### src/hw/rtl/htmg_pkg.sv
// ============================================================================
// htmg_pkg: shared constants and elaboration-time functions
// Formats, stage counts and the exponent table generator for the HDR tone
// mapper with gamma encoding.
// ============================================================================
package htmg_pkg;

  // Channel count and field widths
  localparam int unsigned NUM_CH   = 3;
  localparam int unsigned IN_CH_W  = 24;
  localparam int unsigned OUT_CH_W = 16;
  localparam int unsigned IN_W     = NUM_CH * IN_CH_W;
  localparam int unsigned OUT_W    = NUM_CH * OUT_CH_W;

  // Fixed-point constants
  localparam logic [16:0] ONE_Q16     = 17'h10000;
  localparam logic [23:0] SCALED_MAX  = 24'hFFFFFF;
  localparam logic [23:0] F_CLAMP_LIM = 24'd327680;  // (m - 1) * 0.2 reaches 1.0
  localparam logic [19:0] DIV5_RECIP  = 20'd838861;  // ceil(2^22 / 5)
  localparam int unsigned DIV5_SHIFT  = 22;
  localparam logic [37:0] IP_ZERO_LIM = 38'd18;       // result rounds to zero

  // Register reset values
  localparam logic [23:0] INV_SENS_RST  = 24'd65536;
  localparam logic [15:0] INV_GAMMA_RST = 16'd1862;

  // Pipeline depths
  localparam int unsigned FRONT_LAT  = 5;
  localparam int unsigned DIV_STAGES = 17;
  localparam int unsigned SQ_STAGES  = 16;
  localparam int unsigned ENC_LAT    = SQ_STAGES + 7;
  localparam int unsigned PIPE_LAT   = FRONT_LAT + DIV_STAGES + ENC_LAT;

  localparam int unsigned POW_TABLE_BITS_DEF = 8;

  // Register index decode
  typedef enum logic [0:0] {
    REG_INV_SENS  = 1'b0,
    REG_INV_GAMMA = 1'b1
  } reg_idx_e;

  // Floored integer square root, evaluated at elaboration only
  function automatic logic [63:0] isqrt64(input logic [63:0] a_in);
    logic [63:0] a;
    logic [63:0] res;
    logic [63:0] bt;
    a   = a_in;
    res = 64'd0;
    bt  = 64'h4000_0000_0000_0000;
    while (bt > a) bt = bt >> 2;
    while (bt != 64'd0) begin
      if (a >= res + bt) begin
        a   = a - (res + bt);
        res = (res >> 1) + bt;
      end else begin
        res = res >> 1;
      end
      bt = bt >> 2;
    end
    return res;
  endfunction

  // 2^(-2^-k) in Q0.32
  function automatic logic [63:0] halving_root(input int unsigned k);
    logic [63:0] c;
    c = isqrt64(64'h8000_0000_0000_0000);
    for (int unsigned i = 1; i < k; i++) c = isqrt64(c << 32);
    return c;
  endfunction

  // 2^(-j / 2^bits) in Q0.32, up to 2^32
  function automatic logic [63:0] exp_frac(input int unsigned j, input int unsigned bits);
    logic [63:0] t;
    t = 64'h1_0000_0000;
    for (int unsigned b = 0; b < bits; b++) begin
      if (((j >> b) & 1) != 0) t = (t * halving_root(bits - b)) >> 32;
    end
    return t;
  endfunction

endpackage

### src/hw/rtl/htmg_div.sv
// ============================================================================
// htmg_div: pipelined restoring divider for one channel
// Produces n = (s << 16) / m, one quotient bit per stage.
// ============================================================================
module htmg_div (
  input  logic                              clk_i,
  input  logic                              en_i,
  input  logic [23:0]                       s_i,
  input  logic [23:0]                       m_i,
  output logic [htmg_pkg::DIV_STAGES-1:0]   q_o
);
  import htmg_pkg::*;

  logic [23:0]           r_d [DIV_STAGES];
  logic [23:0]           r_q [DIV_STAGES];
  logic [23:0]           m_q [DIV_STAGES];
  logic [DIV_STAGES-1:0] q_d [DIV_STAGES];
  logic [DIV_STAGES-1:0] q_q [DIV_STAGES];

  // One compare and subtract per stage
  always_comb begin
    logic [24:0] rr;
    logic        ge;
    rr     = {1'b0, s_i};
    ge     = (rr >= {1'b0, m_i});
    r_d[0] = ge ? 24'(rr - {1'b0, m_i}) : s_i;
    q_d[0] = {{(DIV_STAGES-1){1'b0}}, ge};
    for (int i = 1; i < DIV_STAGES; i++) begin
      rr     = {r_q[i-1], 1'b0};
      ge     = (rr >= {1'b0, m_q[i-1]});
      r_d[i] = ge ? 24'(rr - {1'b0, m_q[i-1]}) : rr[23:0];
      q_d[i] = {q_q[i-1][DIV_STAGES-2:0], ge};
    end
  end

  always_ff @(posedge clk_i) begin
    if (en_i) begin
      m_q[0] <= m_i;
      for (int i = 1; i < DIV_STAGES; i++) m_q[i] <= m_q[i-1];
      for (int i = 0; i < DIV_STAGES; i++) begin
        r_q[i] <= r_d[i];
        q_q[i] <= q_d[i];
      end
    end
  end

  assign q_o = q_q[DIV_STAGES-1];

endmodule

### config.mk
export PLATFORM = sky130hd
export DESIGN_NAME = htmg_div
export DESIGN_NICKNAME = d
export VERILOG_FILES = /design/src/hw/rtl/htmg_pkg.sv /design/src/hw/rtl/htmg_div.sv
export SDC_FILE = /design/constraint.sdc
export NUM_CORES = 2
export LEC_CHECK = 0
export BUFFER_PORTS_ARGS = -buffer_cell sky130_fd_sc_hd__clkbuf_2
export CAP_MARGIN = 0
export CORE_MARGIN = 1
export CORE_UTILIZATION = 50
export DETAILED_ROUTE_END_ITERATION = 7
export GPL_ROUTABILITY_DRIVEN = 0
export MAX_ROUTING_LAYER = met4
export PLACE_DENSITY = 0.7
export SKIP_CTS_REPAIR_TIMING = 1
export SYNTH_ARGS = -nofsm -noshare
export SYNTH_HDL_FRONTEND = slang
export SYNTH_SLANG_ARGS = --single-unit
### constraint.sdc
create_clock -name clk_i -period 3.9 [get_ports clk_i]
set_clock_uncertainty 0.15 [all_clocks]
set_input_delay 0.78 -clock clk_i [delete_from_list [all_inputs] [get_ports clk_i]]
set_output_delay 0.78 -clock clk_i [all_outputs]
set_load 0.02 [all_outputs]
==> flow_summary.json <==
{
  "result_of_the_run": "complete, no violations",
  "cts-buffers-inserted": 101,
  "ant_nets": 0,
  "layout-drive-gt1-share_pct": 11.9,
  "fin_crit_ns": 3.74,
  "crit_arrival_ns": 4.03,
  "synth_cell_type_count": 103,
  "power_switching_w": 0.0174,
  "min-delay-start": "m_i[18]",
  "rsz_0062_raised_after_global_routing": "no",
  "yosys.area.top_type": "edfxtp_1",
  "dieWidth_um": 326,
  "drtPass1Iterations": 6,
  "design.die.area_um2": 106000,
  "synth.top_cell.area_share_pct": 52.6,
  "vias_in_the_first_global_route": 35200,
  "detail_route.drc_violations": 0,
  "synth-main-ff-cell": "edfxtp_1",
  "synth_seq_cells": 921,
  "power.combinational.fraction_pct": 45.9,
  "dpl_worst_slack_ns": 0.206,
  "ctsRootBufferMaster": "clkbuf_16",
  "clock_group_share_of_total_power_pct": 20.9,
  "place.detailed.hpwl_um": 81200,
  "top_level_ports": 67,
  "critPathRequiredTime_ns": 4.19,
  "power_report.internal_total_w": 0.0312,
  "htreeDepth": 3,
  "path_clk_slew_ns": 0.06,
  "clock_latency_ns": 0.70,
  "gr-total-overflow": 0,
  "worst_pin_slew_ns": 0.821,
  "antennaDiodeCount": 0,
  "synth_enable_flop_cells": 921,
  "num-fill-cells": 8483,
  "antenna_found_initial": 0,
  "final_cell_mix": "edfxtp_1, inv_1, ha_1",
  "crit_share_post_route_pct": 95.9,
  "placeableCoreArea_um2": 104000,
  "yosys_warnings": 0,
  "worst_ir_drop_vdd_v": 0.000681,
  "maxClockFrequency_mhz": 267,
  "worst-setup-path-type": "flip-flop to flip-flop",
  "synth.cell_area_um2": 52500,
  "power.leakage_nw": 24.1,
  "grt_max_degree": 133,
  "initial_core_util_pct": 50.6,
  "avgViaCountPerCell": 5.63,
  "cp-start-kind": "flip-flop",
  "highest_net_fanout_along_the_worst_path": 5,
  "cts.sinks": 921,
  "max_root_sink_buffers": 3,
  "reg2reg_from": "m_q[0][337]$_DFFE_PP_",
  "critical_path.endpoint_type": "flip-flop",
  "cp-startpoint": "m_q[0][337]$_DFFE_PP_",
  "total_power_w": 0.0486,
  "layout_setup_ws_ns": 0.159,
  "timing.max_slew.rel_slack_pct": 45.2,
  "maxCapViolations": 0,
  "cts_tree": "yes",
  "sw_frac_of_total_pct": 35.7,
  "synth_top_cells_by_area": "edfxtp_1, ha_1, mux2_2",
  "timing_max_transition_violations_final": 0,
  "endpoints_failing_hold": 0,
  "grt_use_total_pct": 21.0,
  "final.setup.tns_ns": 0,
  "post_synth_inst_count": 4575,
  "share_seq_of_total_power_pct": 33.2,
  "seq_area_frac_synth_pct": 52.6,
  "post-route-util_pct": 56.5,
  "synthesis.nets": 5048,
  "dpl.cell_count": 6012,
  "power_density_nw_per_um2": 828,
  "port_buffers": 66,
  "most_common_library_cell_in_the_layout_ignoring_fill_and_taps": "edfxtp_1",
  "fin_cells": 6204,
  "height_of_the_chip_um": 326,
  "avgRoutedWirePerCell_um": 17.5,
  "hp-class": "input pin to flip-flop",
  "detail_route.iter0.violations": 2120,
  "synth.avg_cell_area_um2": 11.5,
  "final_nets": 5208,
  "asyncSetResetFlopFracSynth_pct": 0,
  "placement_rows": 118,
  "routed_wl_um": 109000,
  "area_growth_pct": 11.6,
  "grt_first_pass_wirelength_um": 176000,
  "finalSetupViolCount": 0,
  "route.vias.total": 35000
}
[registers in the layout (all words and copies together), names as in the netlist]
register  flops
m_q         384
r_q         384
q_q         153
[synth_stat cells, types with 29 or more instances]
cell type	n
buf_2	29
a31oi_1	39
inv_1	520
xnor2_1	205
a21oi_1	361
nor2_1	269
o21ai_0	242
o21bai_1	36
nand2b_1	36
nand3_1	76
nor2b_1	55
clkbuf_1	45
a211oi_1	35
xor2_1	101
edfxtp_1	921
nand2_1	258
ha_1	407
nor3_1	56
mux2_2	202
nand4_1	58
a21o_1	156
and3_1	39
o21a_1	63
[kinds of logic (layout without fill, tap and decap cells)]
group                    Yosys count  count (layout)  share of synthesized area [%]
XOR/XNOR                         306             306                           5.10
buffers and inverters            611             860                           4.57
AO/OA/AOI/OAI                   1157            1157                           14.2
AND/OR/NAND/NOR                  937             937                           8.48
flip-flops                       921             921                           52.6
multiplexers                     220             220                           4.68
adder cells (fa/ha/maj)          423             423                           10.3
[stage by stage]
| stage | instance area, um2 | hold slack [ns] |
|---|---|---|
| 6_report | 58600 | 0.125 |
| 2_1_floorplan | 52500 | 0.250 |
| 5_1_grt | 58600 | 0.0952 |
| 3_3_place_gp | 55100 | 0.250 |
| 4_1_cts | 58600 | 0.0811 |
| 3_5_place_dp | 55100 | 0.255 |
[layer usage]
| metal | global-route usage (%) | share of wire [%] | vias to the layer above |
|---|---|---|---|
| met2 | 39.2 | 54 | 796 |
| met1 | 21.7 | 38 | 16800 |
| met3 | 2.73 | 3.5 | 273 |
| li1 | - | - | 17100 |
| met4 | 9.41 | 4.6 | 0 |
| met5 | - | 0 | - |
[worst paths after layout]
path                                               to  slack, ns  depth (start not counted)
worst max-delay path            r_q[0][382]$_DFFE_PP_       0.16                         12
worst min-delay path             m_q[0][18]$_DFFE_PP_       0.13                          1
worst max register to register  r_q[0][382]$_DFFE_PP_       0.16                         12
worst min register to register   q_q[10][4]$_DFFE_PP_       0.26                          0
[final cells by class]
| type | instances | area, um2 | area share [%] |
|---|---|---|---|
| Clock buffer | 109 | 2560 | 4.36 |
| Inverter | 522 | 1960 | 3.34 |
| Timing Repair Buffer | 146 | 1220 | 2.07 |
| Tap cell | 1380 | 1730 | 2.94 |
| Clock inverter | 83 | 1000 | 1.71 |
| Multi-Input combinational cell | 3043 | 22500 | 38.4 |
| Sequential cell | 921 | 27700 | 47.2 |
[worst max-delay path, cell delays in order (launching register included)]
cell,delay [ns]
edfxtp_1,0.42
inv_1,0.06
ha_1,0.30
nor2b_1,0.15
o31a_1,0.28
o31ai_1,0.40
buf_4,0.20
a21boi_1,0.09
o21ai_0,0.46
a211oi_1,0.22
o22a_1,0.28
buf_4,0.18
mux2_1,0.30
[power groups by stage]
stage          Clock [W]  Sequential, W  Combinational (W)
3_5_place_dp           0         0.0163             0.0220
4_1_cts           0.0103         0.0161             0.0222
6_report          0.0101         0.0161             0.0223
3_3_place_gp           0         0.0163             0.0215
5_1_grt           0.0107         0.0164             0.0246
2_1_floorplan          0         0.0157             0.0171
(Power assumes the default switching activity.)
