`src/hw/rtl/htmg_pkg.sv`:
```
// ============================================================================
// htmg_pkg: shared constants and elaboration-time functions
// Formats, stage counts and the exponent table generator for the HDR tone
// mapper with gamma encoding.
// ============================================================================
package htmg_pkg;

  // Channel count and field widths
  localparam int unsigned NUM_CH   = 3;
  localparam int unsigned IN_CH_W  = 24;
  localparam int unsigned OUT_CH_W = 16;
  localparam int unsigned IN_W     = NUM_CH * IN_CH_W;
  localparam int unsigned OUT_W    = NUM_CH * OUT_CH_W;

  // Fixed-point constants
  localparam logic [16:0] ONE_Q16     = 17'h10000;
  localparam logic [23:0] SCALED_MAX  = 24'hFFFFFF;
  localparam logic [23:0] F_CLAMP_LIM = 24'd327680;  // (m - 1) * 0.2 reaches 1.0
  localparam logic [19:0] DIV5_RECIP  = 20'd838861;  // ceil(2^22 / 5)
  localparam int unsigned DIV5_SHIFT  = 22;
  localparam logic [37:0] IP_ZERO_LIM = 38'd18;       // result rounds to zero

  // Register reset values
  localparam logic [23:0] INV_SENS_RST  = 24'd65536;
  localparam logic [15:0] INV_GAMMA_RST = 16'd1862;

  // Pipeline depths
  localparam int unsigned FRONT_LAT  = 5;
  localparam int unsigned DIV_STAGES = 17;
  localparam int unsigned SQ_STAGES  = 16;
  localparam int unsigned ENC_LAT    = SQ_STAGES + 7;
  localparam int unsigned PIPE_LAT   = FRONT_LAT + DIV_STAGES + ENC_LAT;

  localparam int unsigned POW_TABLE_BITS_DEF = 8;

  // Register index decode
  typedef enum logic [0:0] {
    REG_INV_SENS  = 1'b0,
    REG_INV_GAMMA = 1'b1
  } reg_idx_e;

  // Floored integer square root, evaluated at elaboration only
  function automatic logic [63:0] isqrt64(input logic [63:0] a_in);
    logic [63:0] a;
    logic [63:0] res;
    logic [63:0] bt;
    a   = a_in;
    res = 64'd0;
    bt  = 64'h4000_0000_0000_0000;
    while (bt > a) bt = bt >> 2;
    while (bt != 64'd0) begin
      if (a >= res + bt) begin
        a   = a - (res + bt);
        res = (res >> 1) + bt;
      end else begin
        res = res >> 1;
      end
      bt = bt >> 2;
    end
    return res;
  endfunction

  // 2^(-2^-k) in Q0.32
  function automatic logic [63:0] halving_root(input int unsigned k);
    logic [63:0] c;
    c = isqrt64(64'h8000_0000_0000_0000);
    for (int unsigned i = 1; i < k; i++) c = isqrt64(c << 32);
    return c;
  endfunction

  // 2^(-j / 2^bits) in Q0.32, up to 2^32
  function automatic logic [63:0] exp_frac(input int unsigned j, input int unsigned bits);
    logic [63:0] t;
    t = 64'h1_0000_0000;
    for (int unsigned b = 0; b < bits; b++) begin
      if (((j >> b) & 1) != 0) t = (t * halving_root(bits - b)) >> 32;
    end
    return t;
  endfunction

endpackage

```
`src/hw/rtl/htmg_front.sv`:
```
// ============================================================================
// htmg_front: sensitivity scaling, channel maximum and white blend factor
// Five register stages shared by all three channels.
// ============================================================================
module htmg_front (
  input  logic                                   clk_i,
  input  logic                                   en_i,
  input  logic [htmg_pkg::NUM_CH-1:0][23:0]      pix_i,
  input  logic [23:0]                            inv_sens_i,
  output logic [htmg_pkg::NUM_CH-1:0][23:0]      s_o,
  output logic [23:0]                            m_o,
  output logic [16:0]                            f_o
);
  import htmg_pkg::*;

  logic [NUM_CH-1:0][47:0] prod_q;
  logic [NUM_CH-1:0][23:0] s2_q, s3_q, s4_q, s5_q;
  logic [23:0]             m_d, m3_q, m4_q, m5_q;
  logic [23:0]             x_d;
  logic                    big_q;
  logic [38:0]             fprod_q;
  logic [16:0]             f5_q;

  // Largest channel, floored at one
  always_comb begin
    m_d = 24'(ONE_Q16);
    for (int c = 0; c < NUM_CH; c++) begin
      if (s2_q[c] > m_d) m_d = s2_q[c];
    end
  end

  assign x_d = m3_q - 24'(ONE_Q16);

  // Advance all stages together
  always_ff @(posedge clk_i) begin
    if (en_i) begin
      for (int c = 0; c < NUM_CH; c++) begin
        prod_q[c] <= 48'(pix_i[c]) * 48'(inv_sens_i);
        s2_q[c]   <= (|prod_q[c][47:40]) ? SCALED_MAX : prod_q[c][39:16];
      end
      s3_q    <= s2_q;
      m3_q    <= m_d;
      s4_q    <= s3_q;
      m4_q    <= m3_q;
      big_q   <= (x_d >= F_CLAMP_LIM);
      fprod_q <= 39'(x_d[18:0]) * 39'(DIV5_RECIP);
      s5_q    <= s4_q;
      m5_q    <= m4_q;
      f5_q    <= big_q ? ONE_Q16 : 17'(fprod_q >> DIV5_SHIFT);
    end
  end

  assign s_o = s5_q;
  assign m_o = m5_q;
  assign f_o = f5_q;

endmodule

```
`config.mk`:
```
export PLATFORM = sky130hd
export DESIGN_NAME = htmg_front
export DESIGN_NICKNAME = d
export VERILOG_FILES = /design/src/hw/rtl/htmg_pkg.sv /design/src/hw/rtl/htmg_front.sv
export SDC_FILE = /design/constraint.sdc
export NUM_CORES = 2
export LEC_CHECK = 0
export BUFFER_PORTS_ARGS = -buffer_cell sky130_fd_sc_hd__buf_4
export CAP_MARGIN = 25
export CORE_MARGIN = 3
export CORE_UTILIZATION = 30
export DETAILED_ROUTE_END_ITERATION = 12
export PLACE_DENSITY_LB_ADDON = 0.1
export SLEW_MARGIN = 5
export SYNTH_ARGS = -nofsm -noshare
export SYNTH_HDL_FRONTEND = slang
export SYNTH_SLANG_ARGS = --single-unit
```
`constraint.sdc`:
```
create_clock -name clk_i -period 11 [get_ports clk_i]
set_input_delay 3.3 -clock clk_i [delete_from_list [all_inputs] [get_ports clk_i]]
set_output_delay 3.3 -clock clk_i [all_outputs]
set_load 0.05 [all_outputs]
```
==> summary.txt <==
Logic synthesis
  – Commonest cells in the netlist: 1883 x sky130_fd_sc_hd__inv_1, 1542 x sky130_fd_sc_hd__fa_1, 942 x sky130_fd_sc_hd__nand2_1
  – Most instantiated library cell after synthesis: sky130_fd_sc_hd__inv_1
  – Leading area contributor after synthesis: sky130_fd_sc_hd__fa_1
  – Post-synthesis async set-or-reset flop share: 0%
  – Mapped Area: 77600 um^2
  – Portion of the post-synthesis area used by sequential elements: 19.0%
  – Average size of a mapped cell: 10.2 um^2
  – Ranking of synthesized cells by area: sky130_fd_sc_hd__fa_1 40%, sky130_fd_sc_hd__edfxtp_1 19%, sky130_fd_sc_hd__ha_1 11%
  – Primary FF master, synth: sky130_fd_sc_hd__edfxtp_1
  – Post-Synthesis Cells: 7625
  – Number of synthesized flops with an enable pin: 491
  – Synth warn: 0
  – Number of distinct library cells after synthesis: 82
  – Top cell type's share of synthesized area: 39.8%
  – Post-synthesis net count: 9969
  – Post-synthesis register bit count: 491

Finish
  – Area added between synthesis and finish: 10.1%
  – Final standard cell utilization of the core: 33.2%
  – Total number of nets in the final design: 10100
  – Share of layout cells above drive strength 1: 7.38%
  – Total of fill cells in the finished design: 26400
  – Layout Cell Area excl Fill: 85400 um^2

Floorplanning
  – Standard-cell rows: 186
  – Initial core utilization: 30.2%
  – Area of the die: 265000 um^2
  – Width of the die: 515 um
  – Vert. Die Dim: 515 um
  – Placeable Area: 257000 um^2
  – Number of primary I/O pins: 211

Clock network
  – Number of levels the H-tree was split into: 2
  – Post-CTS setup-driven buffer insertion count: 0
  – Clock root buffer: sky130_fd_sc_hd__clkbuf_16
  – Total CTS buffers: 56
  – Clock latency on the worst-skew pair: 0.67 ns
  – Clock buffer depth: 3
  – Clock transition at path regs: 0.06 ns
  – CTS tree: yes
  – Count of clock tree sinks: 491
  – Hold bufs inserted after CTS: 0
  – Post-cts gate resize count: 0

Worst setup path
  – Largest stage delay on the critical path: 0.57 ns
  – Crit. End Element: register
  – Class of the most critical setup path: in2reg
  – Worst Path Required: 11.42 ns
  – Element type at the critical path start: input pin
  – Critical path arrival: 10.26 ns
  – Peak fanout along the critical path: 38
  – Max stage delay cell, worst path: sky130_fd_sc_hd__fa_1
  – Number of buffer and inverter stages on the critical path: 8
  – Most used cell along the critical path: sky130_fd_sc_hd__fa_1
  – Critical path's top delay family: adder cells

STA
  – # setup viols final: 0
  – Max-slew violation count: 0
  – Actual transition at the worst max-transition pin: 0.970 ns
  – Setup TNS: 0 ns
  – Min Tclk post-route: 9.84 ns
  – Worst clock skew on the final layout: 0.0478 ns
  – Final hold violation count: 0
  – RSZ-0062 raised after global routing: false
  – Relative slew margins: 35.4%
  – Share of the cycle needed by the critical path after routing: 89.5%
  – Highest clock frequency the design can meet: 102 MHz

Min path
  – Hold/Removal Path Class: reg2reg

Global routing
  – Wire length of the first global-routing pass: 369000 um
  – Met3 track demand over resource: 1.97%
  – Met1 layer usage reported by global route: 25.7%
  – Antenna violations before repair: 31
  – Number of global-route vias before repair: 56600
  – GR Util All Layers: 18.7%
  – Total gr overflow: 0
  – Grt met2 use: 32.1%
  – Largest net degree at the start of global routing: 176
  – GRT busiest layer: met2

Place
  – DP HPWL: 192000 um
  – Number of I/O port buffers: 210
  – Cell area reported after detailed placement: 83500 um^2
  – RD Place Congestion: 0.830

Route
  – Number of iterations in the first detailed-routing pass: 7
  – Via count: 50300
  – Drc violations: 0
  – Final Routed Wirelength: 242000 um
  – Post-DR vias/cell: 4.52
  – Mean routed wirelength per cell: 21.7 um
  – Remaining antenna violation count: 0
  – DRT iter0 DRCs: 2533

Job
  – Max-cap violations: 0

Run status
  – Result of the run: finished clean
[cell usage in the layout (no fill, tap or decap), types with 40 or more instances in the layout]
master / Yosys / layout
sky130_fd_sc_hd__a21o_1: 78 / 78
sky130_fd_sc_hd__a21oi_1: 113 / 113
sky130_fd_sc_hd__and2_1: 855 / 855
sky130_fd_sc_hd__buf_4: 2 / 354
sky130_fd_sc_hd__clkbuf_16: 0 / 57
sky130_fd_sc_hd__edfxtp_1: 491 / 491
sky130_fd_sc_hd__fa_1: 1542 / 1542
sky130_fd_sc_hd__ha_1: 704 / 704
sky130_fd_sc_hd__inv_1: 1883 / 1883
sky130_fd_sc_hd__mux2i_1: 46 / 46
sky130_fd_sc_hd__nand2_1: 942 / 942
sky130_fd_sc_hd__nor2_1: 56 / 56
sky130_fd_sc_hd__nor2b_1: 40 / 40
sky130_fd_sc_hd__o21ai_0: 50 / 50
sky130_fd_sc_hd__or2_2: 82 / 82
sky130_fd_sc_hd__xnor2_1: 77 / 77
[registers in the layout, summed over array words and instances (netlist names)]
| name | flops |
|---|---|
| big_q | 1 |
| f_o | 17 |
| fprod_q | 17 |
| m3_q | 24 |
| m4_q | 24 |
| m_o | 24 |
| prod_q | 96 |
| s2_q | 72 |
| s3_q | 72 |
| s4_q | 72 |
| s_o | 72 |
[layout make-up]
cell class | count | area [um^2] | area share [%]
Multi-Input combinational cell | 4899 | 54400 | 63.7
Sequential cell | 491 | 14700 | 17.3
Inverter | 1883 | 7070 | 8.28
Tap cell | 3384 | 4230 | 4.96
Timing Repair Buffer | 375 | 3080 | 3.61
Clock buffer | 66 | 1460 | 1.71
Clock inverter | 32 | 369 | 0.432
Antenna cell | 11 | 27.5 | 0.0322
[metal layers]
metal  part of all wire, %  up-vias  routed length [um]
met3                   4.2      172               10200
met1                    46    26400              110000
met5                 0.024        -                  57
met2                    49      910              118000
li1                      -    22800                   -
met4                   1.5        8                3560
[path summary, 6_finish.rpt]
check / startpoint / slack (ns) / cells past startpoint / endpoint
worst max register to register: s2_q[18] / 3.90 / 26 / m3_q[0]
worst min-delay path: s3_q[44] / 0.42 / 0 / s4_q[44]
worst min register to register: s3_q[44] / 0.42 / 0 / s4_q[44]
worst max-delay path: inv_sens_i[13] / 1.16 / 26 / prod_q[89]
[kinds of logic (layout without fill, tap and decap cells)]
group | after synthesis | count (layout) | share of synthesized area, %
adders and majority gates | 2246 | 2246 | 51.1
xor gates and xnor gates | 114 | 114 | 1.29
buffers and inverters | 2235 | 2356 | 10.8
muxes | 48 | 48 | 0.623
AOI/OAI and AO/OA | 374 | 374 | 3.26
DFF | 491 | 491 | 19.0
and+or+nand+nor | 2117 | 2117 | 13.8
other | 0 | 11 | 0
[worst register-to-register path: cells and delay by family (launching register included)]
kind                       cells  cell delay, ns
AOI/OAI and AO/OA             14            2.96
adders and majority gates      2            0.62
buffers and inverters          2            0.78
DFF                            1            0.55
muxes                          2            1.00
and+or+nand+nor                6            0.98
[through the flow]
stage | setup WS, ns | std cells | hold slack (ns)
after floorplan | 1.14 | 7625 | 0.400
after global placement | 0.479 | 11000 | 0.404
after detailed placement | 0.443 | 11000 | 0.405
after CTS | 1.18 | 11100 | 0.418
after global routing | 0.789 | 11100 | 0.422
final | 1.16 | 11100 | 0.417
Power is left out: the tool's default activity adds up to more than one toggle a clock period on the data nets, which glitch-free logic cannot reach.
